--- config.mk ---
export PLATFORM = sky130hd
export DESIGN_NAME = postfix_expression_evaluator
export DESIGN_NICKNAME = d
export VERILOG_FILES = /design/src/hw/rtl/pfe_pkg.sv /design/src/hw/rtl/postfix_expression_evaluator.sv /design/src/hw/rtl/pfe_ram.sv /design/src/hw/rtl/pfe_alu.sv
export SDC_FILE = /design/constraint.sdc
export NUM_CORES = 2
export LEC_CHECK = 0
export BUFFER_PORTS_ARGS = -buffer_cell sky130_fd_sc_hd__buf_2
export CORE_UTILIZATION = 55
export DETAILED_ROUTE_END_ITERATION = 7
export PLACE_DENSITY = 0.71
export SKIP_LAST_GASP = 1
export SLEW_MARGIN = 20
export SYNTH_ARGS = -nofsm -noshare
export SYNTH_HDL_FRONTEND = slang
export SYNTH_SLANG_ARGS = --single-unit
--- constraint.sdc ---
create_clock -name clk -period 13.74 [get_ports clk]
set_input_delay 2.748 -clock clk [delete_from_list [all_inputs] [get_ports clk]]
set_output_delay 2.748 -clock clk [all_outputs]
set_load 0.01 [all_outputs]
--- src/hw/rtl/pfe_pkg.sv ---
// Shared types, character codes, error codes and the control store of the
// postfix evaluator. No dependencies; the top level, pfe_alu and the testbench use it.
package pfe_pkg;

  localparam int STACK_DEPTH_DEF = 64;
  localparam int VALUE_WIDTH_DEF = 32;
  localparam int CHAR_WIDTH      = 8;
  localparam int RESULT_WIDTH    = 32;
  localparam int ERR_WIDTH       = 3;
  localparam int UPC_WIDTH       = 4;

  localparam logic [CHAR_WIDTH-1:0] CHAR_ZERO  = 8'd48;
  localparam logic [CHAR_WIDTH-1:0] CHAR_NINE  = 8'd57;
  localparam logic [CHAR_WIDTH-1:0] CHAR_SPACE = 8'h20;
  localparam logic [CHAR_WIDTH-1:0] CHAR_PLUS  = 8'h2b;
  localparam logic [CHAR_WIDTH-1:0] CHAR_MINUS = 8'h2d;
  localparam logic [CHAR_WIDTH-1:0] CHAR_MUL   = 8'h2a;
  localparam logic [CHAR_WIDTH-1:0] CHAR_DIV   = 8'h2f;
  localparam logic [CHAR_WIDTH-1:0] CHAR_REM   = 8'h25;

  typedef enum logic [ERR_WIDTH-1:0] {
    ERR_OK      = 3'd0,
    ERR_UNDER   = 3'd1,
    ERR_OVER    = 3'd2,
    ERR_DIVZERO = 3'd3,
    ERR_INVALID = 3'd4
  } err_t;

  typedef enum logic [1:0] {
    ALU_MUL = 2'd0,
    ALU_DIV = 2'd1,
    ALU_REM = 2'd2
  } alu_op_t;

  typedef struct packed {
    logic    start;
    alu_op_t op;
  } alu_req_t;

  typedef enum logic [3:0] {
    A_NOP      = 4'd0,
    A_DIGIT    = 4'd1,
    A_PUSH_NUM = 4'd2,
    A_READ_R   = 4'd3,
    A_READ_L   = 4'd4,
    A_START    = 4'd5,
    A_PUSH_RES = 4'd6,
    A_DROP     = 4'd7,
    A_READ_TOP = 4'd8,
    A_EMIT     = 4'd9
  } act_t;

  typedef enum logic [3:0] {
    C_NEVER     = 4'd0,
    C_ALWAYS    = 4'd1,
    C_NO_ACCEPT = 4'd2,
    C_DIGIT     = 4'd3,
    C_SPACE     = 4'd4,
    C_INVALID   = 4'd5,
    C_CNT_LT2   = 4'd6,
    C_ALU_BUSY  = 4'd7,
    C_NOT_LAST  = 4'd8,
    C_OUT_FULL  = 4'd9
  } cond_t;

  typedef struct packed {
    act_t                 act;
    cond_t                cond;
    logic [UPC_WIDTH-1:0] target;
  } ctrl_t;

  localparam logic [UPC_WIDTH-1:0] UPC_IDLE = 4'd0;
  localparam logic [UPC_WIDTH-1:0] UPC_WAIT = 4'd7;
  localparam logic [UPC_WIDTH-1:0] UPC_DROP = 4'd9;
  localparam logic [UPC_WIDTH-1:0] UPC_LAST = 4'd10;
  localparam logic [UPC_WIDTH-1:0] UPC_EMIT = 4'd13;

  // Control store: a step either jumps to its target when its condition holds
  // or moves on to the next step.
  function automatic ctrl_t ucode_rom(input logic [UPC_WIDTH-1:0] upc);
    ctrl_t c;
    case (upc)
      4'd0:    c = '{act: A_NOP,      cond: C_NO_ACCEPT, target: UPC_IDLE};
      4'd1:    c = '{act: A_DIGIT,    cond: C_DIGIT,     target: UPC_LAST};
      4'd2:    c = '{act: A_PUSH_NUM, cond: C_SPACE,     target: UPC_LAST};
      4'd3:    c = '{act: A_NOP,      cond: C_INVALID,   target: UPC_DROP};
      4'd4:    c = '{act: A_READ_R,   cond: C_CNT_LT2,   target: UPC_LAST};
      4'd5:    c = '{act: A_READ_L,   cond: C_NEVER,     target: UPC_IDLE};
      4'd6:    c = '{act: A_START,    cond: C_NEVER,     target: UPC_IDLE};
      4'd7:    c = '{act: A_NOP,      cond: C_ALU_BUSY,  target: UPC_WAIT};
      4'd8:    c = '{act: A_PUSH_RES, cond: C_ALWAYS,    target: UPC_LAST};
      4'd9:    c = '{act: A_DROP,     cond: C_NEVER,     target: UPC_IDLE};
      4'd10:   c = '{act: A_NOP,      cond: C_NOT_LAST,  target: UPC_IDLE};
      4'd11:   c = '{act: A_PUSH_NUM, cond: C_NEVER,     target: UPC_IDLE};
      4'd12:   c = '{act: A_READ_TOP, cond: C_NEVER,     target: UPC_IDLE};
      4'd13:   c = '{act: A_EMIT,     cond: C_OUT_FULL,  target: UPC_EMIT};
      default: c = '{act: A_NOP,      cond: C_ALWAYS,    target: UPC_IDLE};
    endcase
    return c;
  endfunction

  // The first error of an expression sticks.
  function automatic err_t flag_err(input err_t cur, input err_t code);
    return (cur == ERR_OK) ? code : cur;
  endfunction

endpackage

--- src/hw/rtl/postfix_expression_evaluator.sv ---
// Top level of the postfix evaluator: control store sequencer, operand stack
// and datapath. Depends on pfe_pkg, pfe_ram and pfe_alu.
//
// The input channel takes one ASCII character per word, with end_of_expr set
// on the last character of an expression. Digits build a decimal number;
// a space or an operator ends it and pushes it. The output channel gives one
// word per expression: the value popped from the stack top and the first
// error seen (underflow, overflow, divide by zero, invalid symbol).
// A step counter walks a small program, one step per cycle, holding on a step
// while the multiply and divide unit is busy or the output register is full.
// A digit extends the number being built; any other character pushes it first,
// and an expression's last character also emits the stack top. An operator
// with two operands pushes their sum or difference or, for *, / or %, the result
// of the one-bit-per-cycle multiply and divide unit, zero on a divide by zero.
// in_stall is high while a character is being worked on. A result waits in the
// output register while out_stall is high; the next expression is taken
// meanwhile, and only its own last character holds the sequencer until the
// output register is free. Reset clears the stack count, the number being built,
// the sticky error and the output valid; stack entries are not cleared.
module postfix_expression_evaluator #(
  parameter int STACK_DEPTH = pfe_pkg::STACK_DEPTH_DEF,
  parameter int VALUE_WIDTH = pfe_pkg::VALUE_WIDTH_DEF
) (
  input  logic                              clk,
  input  logic                              rst_n,
  input  logic                              in_valid,
  output logic                              in_stall,
  input  logic [pfe_pkg::CHAR_WIDTH-1:0]    in_char_code,
  input  logic                              in_end_of_expr,
  output logic                              out_valid,
  input  logic                              out_stall,
  output logic [pfe_pkg::RESULT_WIDTH-1:0]  out_result_value,
  output logic [pfe_pkg::ERR_WIDTH-1:0]     out_error_code
);
  import pfe_pkg::*;

  localparam int AW = $clog2(STACK_DEPTH);
  localparam int CW = $clog2(STACK_DEPTH + 1);

  logic [UPC_WIDTH-1:0]    upc_r, upc_nxt;
  logic [CHAR_WIDTH-1:0]   char_r;
  logic                    last_r;
  logic [VALUE_WIDTH-1:0]  acc_r, acc_nxt;
  logic                    in_num_r, in_num_nxt;
  logic [CW-1:0]           cnt_r, cnt_nxt;
  err_t                    err_r, err_nxt;
  logic [VALUE_WIDTH-1:0]  ra_r, ra_nxt;
  logic [VALUE_WIDTH-1:0]  la_r, la_nxt;
  logic                    out_valid_r, out_valid_nxt;
  logic [RESULT_WIDTH-1:0] out_value_r, out_value_nxt;
  err_t                    out_err_r, out_err_nxt;

  ctrl_t                   ctrl;
  logic                    in_accept;
  logic                    is_digit, is_space, is_op, is_invalid;
  logic                    out_full;
  logic                    cond_true;
  logic                    ram_we;
  logic [AW-1:0]           ram_waddr, ram_raddr;
  logic [VALUE_WIDTH-1:0]  ram_wdata, ram_rdata;
  alu_req_t                alu_req;
  logic                    alu_busy;
  logic [VALUE_WIDTH-1:0]  alu_result;
  alu_op_t                 alu_op;

  assign ctrl       = ucode_rom(upc_r);
  assign in_stall   = (upc_r != UPC_IDLE);
  assign in_accept  = in_valid && !in_stall;
  assign is_digit   = char_r inside {[CHAR_ZERO:CHAR_NINE]};
  assign is_space   = (char_r == CHAR_SPACE);
  assign is_op      = char_r inside {CHAR_PLUS, CHAR_MINUS, CHAR_MUL, CHAR_DIV, CHAR_REM};
  assign is_invalid = !is_digit && !is_space && !is_op;
  assign out_full   = out_valid_r && out_stall;

  always_comb begin
    case (char_r)
      CHAR_DIV: alu_op = ALU_DIV;
      CHAR_REM: alu_op = ALU_REM;
      default:  alu_op = ALU_MUL;
    endcase
  end

  always_comb begin
    case (ctrl.cond)
      C_NEVER:     cond_true = 1'b0;
      C_ALWAYS:    cond_true = 1'b1;
      C_NO_ACCEPT: cond_true = !in_accept;
      C_DIGIT:     cond_true = is_digit;
      C_SPACE:     cond_true = is_space;
      C_INVALID:   cond_true = is_invalid;
      C_CNT_LT2:   cond_true = (cnt_r < CW'(2));
      C_ALU_BUSY:  cond_true = alu_busy;
      C_NOT_LAST:  cond_true = !last_r;
      C_OUT_FULL:  cond_true = out_full;
      default:     cond_true = 1'b0;
    endcase
    upc_nxt = cond_true ? ctrl.target : upc_r + UPC_WIDTH'(1);
  end

  always_comb begin
    logic                   push;
    logic [VALUE_WIDTH-1:0] push_val;
    logic                   div_zero;
    push          = 1'b0;
    push_val      = acc_r;
    div_zero      = (char_r == CHAR_DIV || char_r == CHAR_REM) && (ra_r == '0);
    acc_nxt       = acc_r;
    in_num_nxt    = in_num_r;
    cnt_nxt       = cnt_r;
    err_nxt       = err_r;
    ra_nxt        = ra_r;
    la_nxt        = la_r;
    out_value_nxt = out_value_r;
    out_err_nxt   = out_err_r;
    out_valid_nxt = out_valid_r && out_stall;
    ram_raddr     = AW'(cnt_r - CW'(1));
    alu_req       = '{start: 1'b0, op: alu_op};

    case (ctrl.act)
      A_DIGIT: begin
        if (is_digit) begin
          acc_nxt    = (acc_r << 3) + (acc_r << 1) + VALUE_WIDTH'(char_r - CHAR_ZERO);
          in_num_nxt = 1'b1;
        end
      end
      A_PUSH_NUM: begin
        push       = in_num_r;
        acc_nxt    = '0;
        in_num_nxt = 1'b0;
      end
      A_READ_R: begin
        if (cnt_r < CW'(2)) begin
          err_nxt = flag_err(err_r, ERR_UNDER);
        end
      end
      A_READ_L: begin
        ra_nxt    = ram_rdata;
        ram_raddr = AW'(cnt_r - CW'(2));
      end
      A_START: begin
        la_nxt        = ram_rdata;
        cnt_nxt       = cnt_r - CW'(2);
        alu_req.start = (char_r == CHAR_MUL || char_r == CHAR_DIV || char_r == CHAR_REM)
                        && !div_zero;
      end
      A_PUSH_RES: begin
        push = 1'b1;
        if (char_r == CHAR_PLUS) begin
          push_val = la_r + ra_r;
        end else if (char_r == CHAR_MINUS) begin
          push_val = la_r - ra_r;
        end else if (div_zero) begin
          push_val = '0;
          err_nxt  = flag_err(err_r, ERR_DIVZERO);
        end else begin
          push_val = alu_result;
        end
      end
      A_DROP: begin
        err_nxt = flag_err(err_r, ERR_INVALID);
        cnt_nxt = (cnt_r >= CW'(2)) ? cnt_r - CW'(2) : '0;
      end
      A_READ_TOP: begin
        if (cnt_r == '0) begin
          err_nxt = flag_err(err_r, ERR_UNDER);
        end
      end
      A_EMIT: begin
        if (!out_full) begin
          out_valid_nxt = 1'b1;
          out_value_nxt = (cnt_r == '0) ? '0 : RESULT_WIDTH'(signed'(ram_rdata));
          out_err_nxt   = err_r;
          cnt_nxt       = '0;
          acc_nxt       = '0;
          in_num_nxt    = 1'b0;
          err_nxt       = ERR_OK;
        end
      end
      default: begin
      end
    endcase

    ram_we    = 1'b0;
    ram_waddr = AW'(cnt_r);
    ram_wdata = push_val;
    if (push) begin
      if (cnt_r >= CW'(STACK_DEPTH)) begin
        err_nxt = flag_err(err_nxt, ERR_OVER);
      end else begin
        ram_we  = 1'b1;
        cnt_nxt = cnt_r + CW'(1);
      end
    end
  end

  always_ff @(posedge clk) begin
    if (!rst_n) begin
      upc_r       <= UPC_IDLE;
      acc_r       <= '0;
      in_num_r    <= 1'b0;
      cnt_r       <= '0;
      err_r       <= ERR_OK;
      out_valid_r <= 1'b0;
    end else begin
      upc_r       <= upc_nxt;
      acc_r       <= acc_nxt;
      in_num_r    <= in_num_nxt;
      cnt_r       <= cnt_nxt;
      err_r       <= err_nxt;
      out_valid_r <= out_valid_nxt;
    end
    if (in_accept) begin
      char_r <= in_char_code;
      last_r <= in_end_of_expr;
    end
    ra_r        <= ra_nxt;
    la_r        <= la_nxt;
    out_value_r <= out_value_nxt;
    out_err_r   <= out_err_nxt;
  end

  pfe_ram #(
    .WIDTH (VALUE_WIDTH),
    .DEPTH (STACK_DEPTH)
  ) u_stack (
    .clk   (clk),
    .we    (ram_we),
    .waddr (ram_waddr),
    .wdata (ram_wdata),
    .raddr (ram_raddr),
    .rdata (ram_rdata)
  );

  pfe_alu #(
    .W (VALUE_WIDTH)
  ) u_alu (
    .clk    (clk),
    .rst_n  (rst_n),
    .req    (alu_req),
    .lhs    (la_nxt),
    .rhs    (ra_r),
    .busy   (alu_busy),
    .result (alu_result)
  );

  assign out_valid        = out_valid_r;
  assign out_result_value = out_value_r;
  assign out_error_code   = out_err_r;

endmodule

--- src/hw/rtl/pfe_ram.sv ---
// Generic single-write, single-read RAM with a registered read port.
// No dependencies.
module pfe_ram #(
  parameter int WIDTH = 32,
  parameter int DEPTH = 64
) (
  input  logic                     clk,
  input  logic                     we,
  input  logic [$clog2(DEPTH)-1:0] waddr,
  input  logic [WIDTH-1:0]         wdata,
  input  logic [$clog2(DEPTH)-1:0] raddr,
  output logic [WIDTH-1:0]         rdata
);

  logic [WIDTH-1:0] mem [DEPTH];

  always_ff @(posedge clk) begin
    if (we) begin
      mem[waddr] <= wdata;
    end
    rdata <= mem[raddr];
  end

endmodule

--- src/hw/rtl/pfe_alu.sv ---
// Iterative shift-add multiplier and restoring divider, one bit per cycle.
// Depends on pfe_pkg for the request type.
module pfe_alu #(
  parameter int W = pfe_pkg::VALUE_WIDTH_DEF
) (
  input  logic              clk,
  input  logic              rst_n,
  input  pfe_pkg::alu_req_t req,
  input  logic [W-1:0]      lhs,
  input  logic [W-1:0]      rhs,
  output logic              busy,
  output logic [W-1:0]      result
);
  import pfe_pkg::*;

  localparam int CTW = $clog2(W + 1);

  logic [CTW-1:0] cnt_r, cnt_nxt;
  alu_op_t        op_r, op_nxt;
  logic           neg_q_r, neg_q_nxt;
  logic           neg_m_r, neg_m_nxt;
  logic [W-1:0]   x_r, x_nxt;
  logic [W-1:0]   y_r, y_nxt;
  logic [W-1:0]   p_r, p_nxt;

  always_comb begin
    logic         lneg, rneg;
    logic [W-1:0] lmag, rmag;
    logic [W:0]   sh, diff;
    lneg      = lhs[W-1];
    rneg      = rhs[W-1];
    lmag      = lneg ? (~lhs + W'(1)) : lhs;
    rmag      = rneg ? (~rhs + W'(1)) : rhs;
    sh        = {p_r, y_r[W-1]};
    diff      = sh - {1'b0, x_r};
    cnt_nxt   = cnt_r;
    op_nxt    = op_r;
    neg_q_nxt = neg_q_r;
    neg_m_nxt = neg_m_r;
    x_nxt     = x_r;
    y_nxt     = y_r;
    p_nxt     = p_r;
    if (req.start) begin
      cnt_nxt   = CTW'(W);
      op_nxt    = req.op;
      neg_q_nxt = lneg ^ rneg;
      neg_m_nxt = lneg;
      p_nxt     = '0;
      if (req.op == ALU_MUL) begin
        x_nxt = lhs;
        y_nxt = rhs;
      end else begin
        x_nxt = rmag;
        y_nxt = lmag;
      end
    end else if (cnt_r != '0) begin
      cnt_nxt = cnt_r - CTW'(1);
      if (op_r == ALU_MUL) begin
        p_nxt = p_r + (y_r[0] ? x_r : '0);
        x_nxt = x_r << 1;
        y_nxt = y_r >> 1;
      end else if (!diff[W]) begin
        p_nxt = diff[W-1:0];
        y_nxt = {y_r[W-2:0], 1'b1};
      end else begin
        p_nxt = sh[W-1:0];
        y_nxt = {y_r[W-2:0], 1'b0};
      end
    end
  end

  always_ff @(posedge clk) begin
    if (!rst_n) begin
      cnt_r <= '0;
    end else begin
      cnt_r <= cnt_nxt;
    end
    op_r    <= op_nxt;
    neg_q_r <= neg_q_nxt;
    neg_m_r <= neg_m_nxt;
    x_r     <= x_nxt;
    y_r     <= y_nxt;
    p_r     <= p_nxt;
  end

  assign busy = (cnt_r != '0);

  always_comb begin
    case (op_r)
      ALU_MUL: result = p_r;
      ALU_DIV: result = neg_q_r ? (~y_r + W'(1)) : y_r;
      ALU_REM: result = neg_m_r ? (~p_r + W'(1)) : p_r;
      default: result = p_r;
    endcase
  end

endmodule

==> reports/qor.txt <==
Status: finished, violations left
Violated checks: design-rule violations
RePlAce Congestion: 0.937
Worst hold start: err_r[1]
Initial antenna violation count: 9
RSZ-0062 raised after global routing: no
Most frequent cells in the layout: edfxtp_1, mux4_2, a21oi_1
Pleak: 37.2 nW
Area share of the largest cell type after synthesis: 0.632
GRT Util Overall: 0.291
Synth cell types: 98
Place WS: 8080 ps
Worst vdd ir: 0.132 mV
Fill cell count: 13425
FF-to-FF Start: ctrl[10]
Initial Util: 0.554
Hold Buf Count CTS: 0
Final hold violation count: 0
Rel. slew slack: 0.278
Area growth syn-to-layout: 10.9%
Crit. End Element: flip-flop
Post-route setup slack: 7990 ps
Sequential area share after synthesis: 0.664
CP startpoint kind: flip-flop
Critical path peak fanout: 127
DP Wirelength: 165000 um
# IOs: 50
Class of the worst hold path: flip-flop to flip-flop
Final setup fails: 0
Port Buf Inserts: 49
Share of post-route cells with drive strength above 1: 0.185
Vias per cell: 6.61
Total grt overflow: 0
First-pass GRT wire length: 405000 um
H-tree levels: 4
Cts bufs inserted: 225
Slew Limit Fails: 0
CTS tree: done
Pre-antenna DRT Iters: 8
Post-CTS Setup Inserts: 0
Syn Inst Count: 6464
Clock Latency Late Sink: 890 ps
Fmax: 174 MHz
Area leader, netlist: edfxtp_1
Period Utilization, post-route: 0.418
Row count: 159
Main synth FF type: edfxtp_1
Setup CP Type: flip-flop to flip-flop
Final WL: 280000 um
Clock Tree Root: clkbuf_16
Resize count post-CTS: 0
FFs w/ async S/R, synth: 0
Tmin final: 5750 ps
Die area: 191000 um^2
Top cells by area, synth: edfxtp_1, mux4_2, dfxtp_1
Clock skew: 90.8 ps
Routed Antenna Nets: 0
Clock transition at path regs: 60 ps
Core Footprint: 188000 um^2
First DRT Iteration DRCs: 7319
Avg WL per Cell: 30.3 um
# DRC: 16
Post-synth EDFFs: 2192
Die height: 437 um
Layout Nets: 6758
Largest net degree at the start of global routing: 137
Pwr/cell area: 190 nW/um^2
Syn_nets: 6691
Setup TNS: 0 ps
Synthesized flop and latch total: 2354
Die width: 437 um
Routed vias: 60999
Most common cell after layout, fill and taps aside: edfxtp_1
Worst slew pin tran: 1070 ps
MaxCap Viol Count: 0
Synthesized area per cell: 16.1 um^2
CTS Sinks: 2354
Critical path origin: ctrl[10]
Crit path DAT: 6480 ps
Mapped Area: 104000 um^2
Number of global-route vias before repair: 58788
Synthesis Warnings: 0
CTS max path bufs: 3
Critical Path RT: 14470 ps
registers in the layout (all words and copies together), names as in the netlist, 2 cells and up:
| name | cells |
|---|---|
| u_stack.mem | 2048 |
| acc_r | 32 |
| la_r | 32 |
| out_result_value | 32 |
| ra_r | 32 |
| u_alu.p_r | 32 |
| u_alu.x_r | 32 |
| u_alu.y_r | 32 |
| u_stack.rdata | 32 |
| ctrl | 12 |
| char_r | 8 |
| cnt_r | 7 |
| u_alu.cnt_r | 6 |
| upc_r | 4 |
| err_r | 3 |
| out_error_code | 3 |
| u_alu.op_r | 2 |
worst paths after layout:
check | to | slack (ps) | depth (start not counted)
worst min-delay path | out_error_code[1] | 500 | 0
worst max register to register | u_stack.rdata[5] | 7990 | 12
worst min register to register | out_error_code[1] | 500 | 0
worst max-delay path | u_stack.rdata[5] | 7990 | 12
final cells by class:
class	count	area, um^2	area share
repair buffers	206	1550	0.0134
inverters	181	679	0.00588
clock inverters	135	1230	0.0106
well taps	2495	3120	0.0270
diodes	2	5.00	0.0000434
clock buffers	292	6030	0.0523
multi-input cells	3563	33800	0.292
flip-flops and latches	2354	69100	0.598
kinds of logic (layout without fill, tap and decap cells):
kind of cell / Yosys count / after routing / synth area share
compound gates: 1249 / 1249 / 0.0772
xor+xnor: 207 / 207 / 0.0174
fa+ha+maj: 214 / 214 / 0.0281
buf+inv: 547 / 814 / 0.0213
flops: 2354 / 2354 / 0.664
mux: 756 / 756 / 0.138
other cells: 0 / 2 / 0
simple gates: 1137 / 1137 / 0.0542
cells in the mapped netlist, types with 15 or more instances:
cell      number
clkbuf_1     225
o221ai_1      15
o21bai_1      16
o31ai_1       40
or3_1         25
fa_1          33
nand3_1       55
and2_1        46
nand4_1       21
edfxtp_1    2192
and3_1        24
o22ai_1       17
mux4_2       544
a21oi_1      381
o211ai_1      54
nand2b_1      41
nor2_1       314
xor2_1        67
o21ai_0      225
buf_1         40
a211oi_1     188
ha_1         181
inv_1        179
a22oi_1       34
nor3_1        72
nand2_1      276
xnor2_1      140
dfxtp_1      162
o21a_1        30
mux2i_1      200
a21o_1        54
a31oi_1       31
nor2b_1      176
buf_2         91
power breakdown:
group | leakage (nW) | internal, mW | switching [mW]
clock | 3.52 | 3.35 | 2.71
combinational | 13.3 | 2.84 | 4.24
sequential | 20.3 | 8.29 | 0.529
total | 37.2 | 14.5 | 7.48
through the flow:
| stage | power, mW | hold slack (ps) | area (um^2) | utilization | instances |
|---|---|---|---|---|---|
| floorplan | 13.8 | 416 | 104000 | - | 6464 |
| global placement | 15.8 | 486 | 108000 | 0.576 | 8799 |
| detailed placement | 15.9 | 489 | 108000 | 0.576 | 8799 |
| CTS | 22.0 | 495 | 115000 | 0.615 | 9226 |
| global route | 22.9 | 510 | 115000 | 0.615 | 9227 |
| finish | 22.0 | 504 | 115000 | 0.615 | 9228 |
routing by layer:
metal  GRT usage  vias up  wire length (um)
li1            -    25807                 -
met1       0.410    31477            110000
met2       0.461     3235            133000
met3      0.0485      478             26400
met4       0.104        2             10200
met5           0        -                11
critical path, cell delays in order, from the launching register on:
cell,delay [ps]
dfxtp_1,450
nor2b_2,330
nand2_4,170
inv_2,660
xnor2_2,200
buf_12,540
buf_4,790
buf_12,590
mux4_2,400
nor2b_1,140
a211oi_1,270
a21oi_1,130
mux4_2,530
Power figures use the tool's default switching activity.
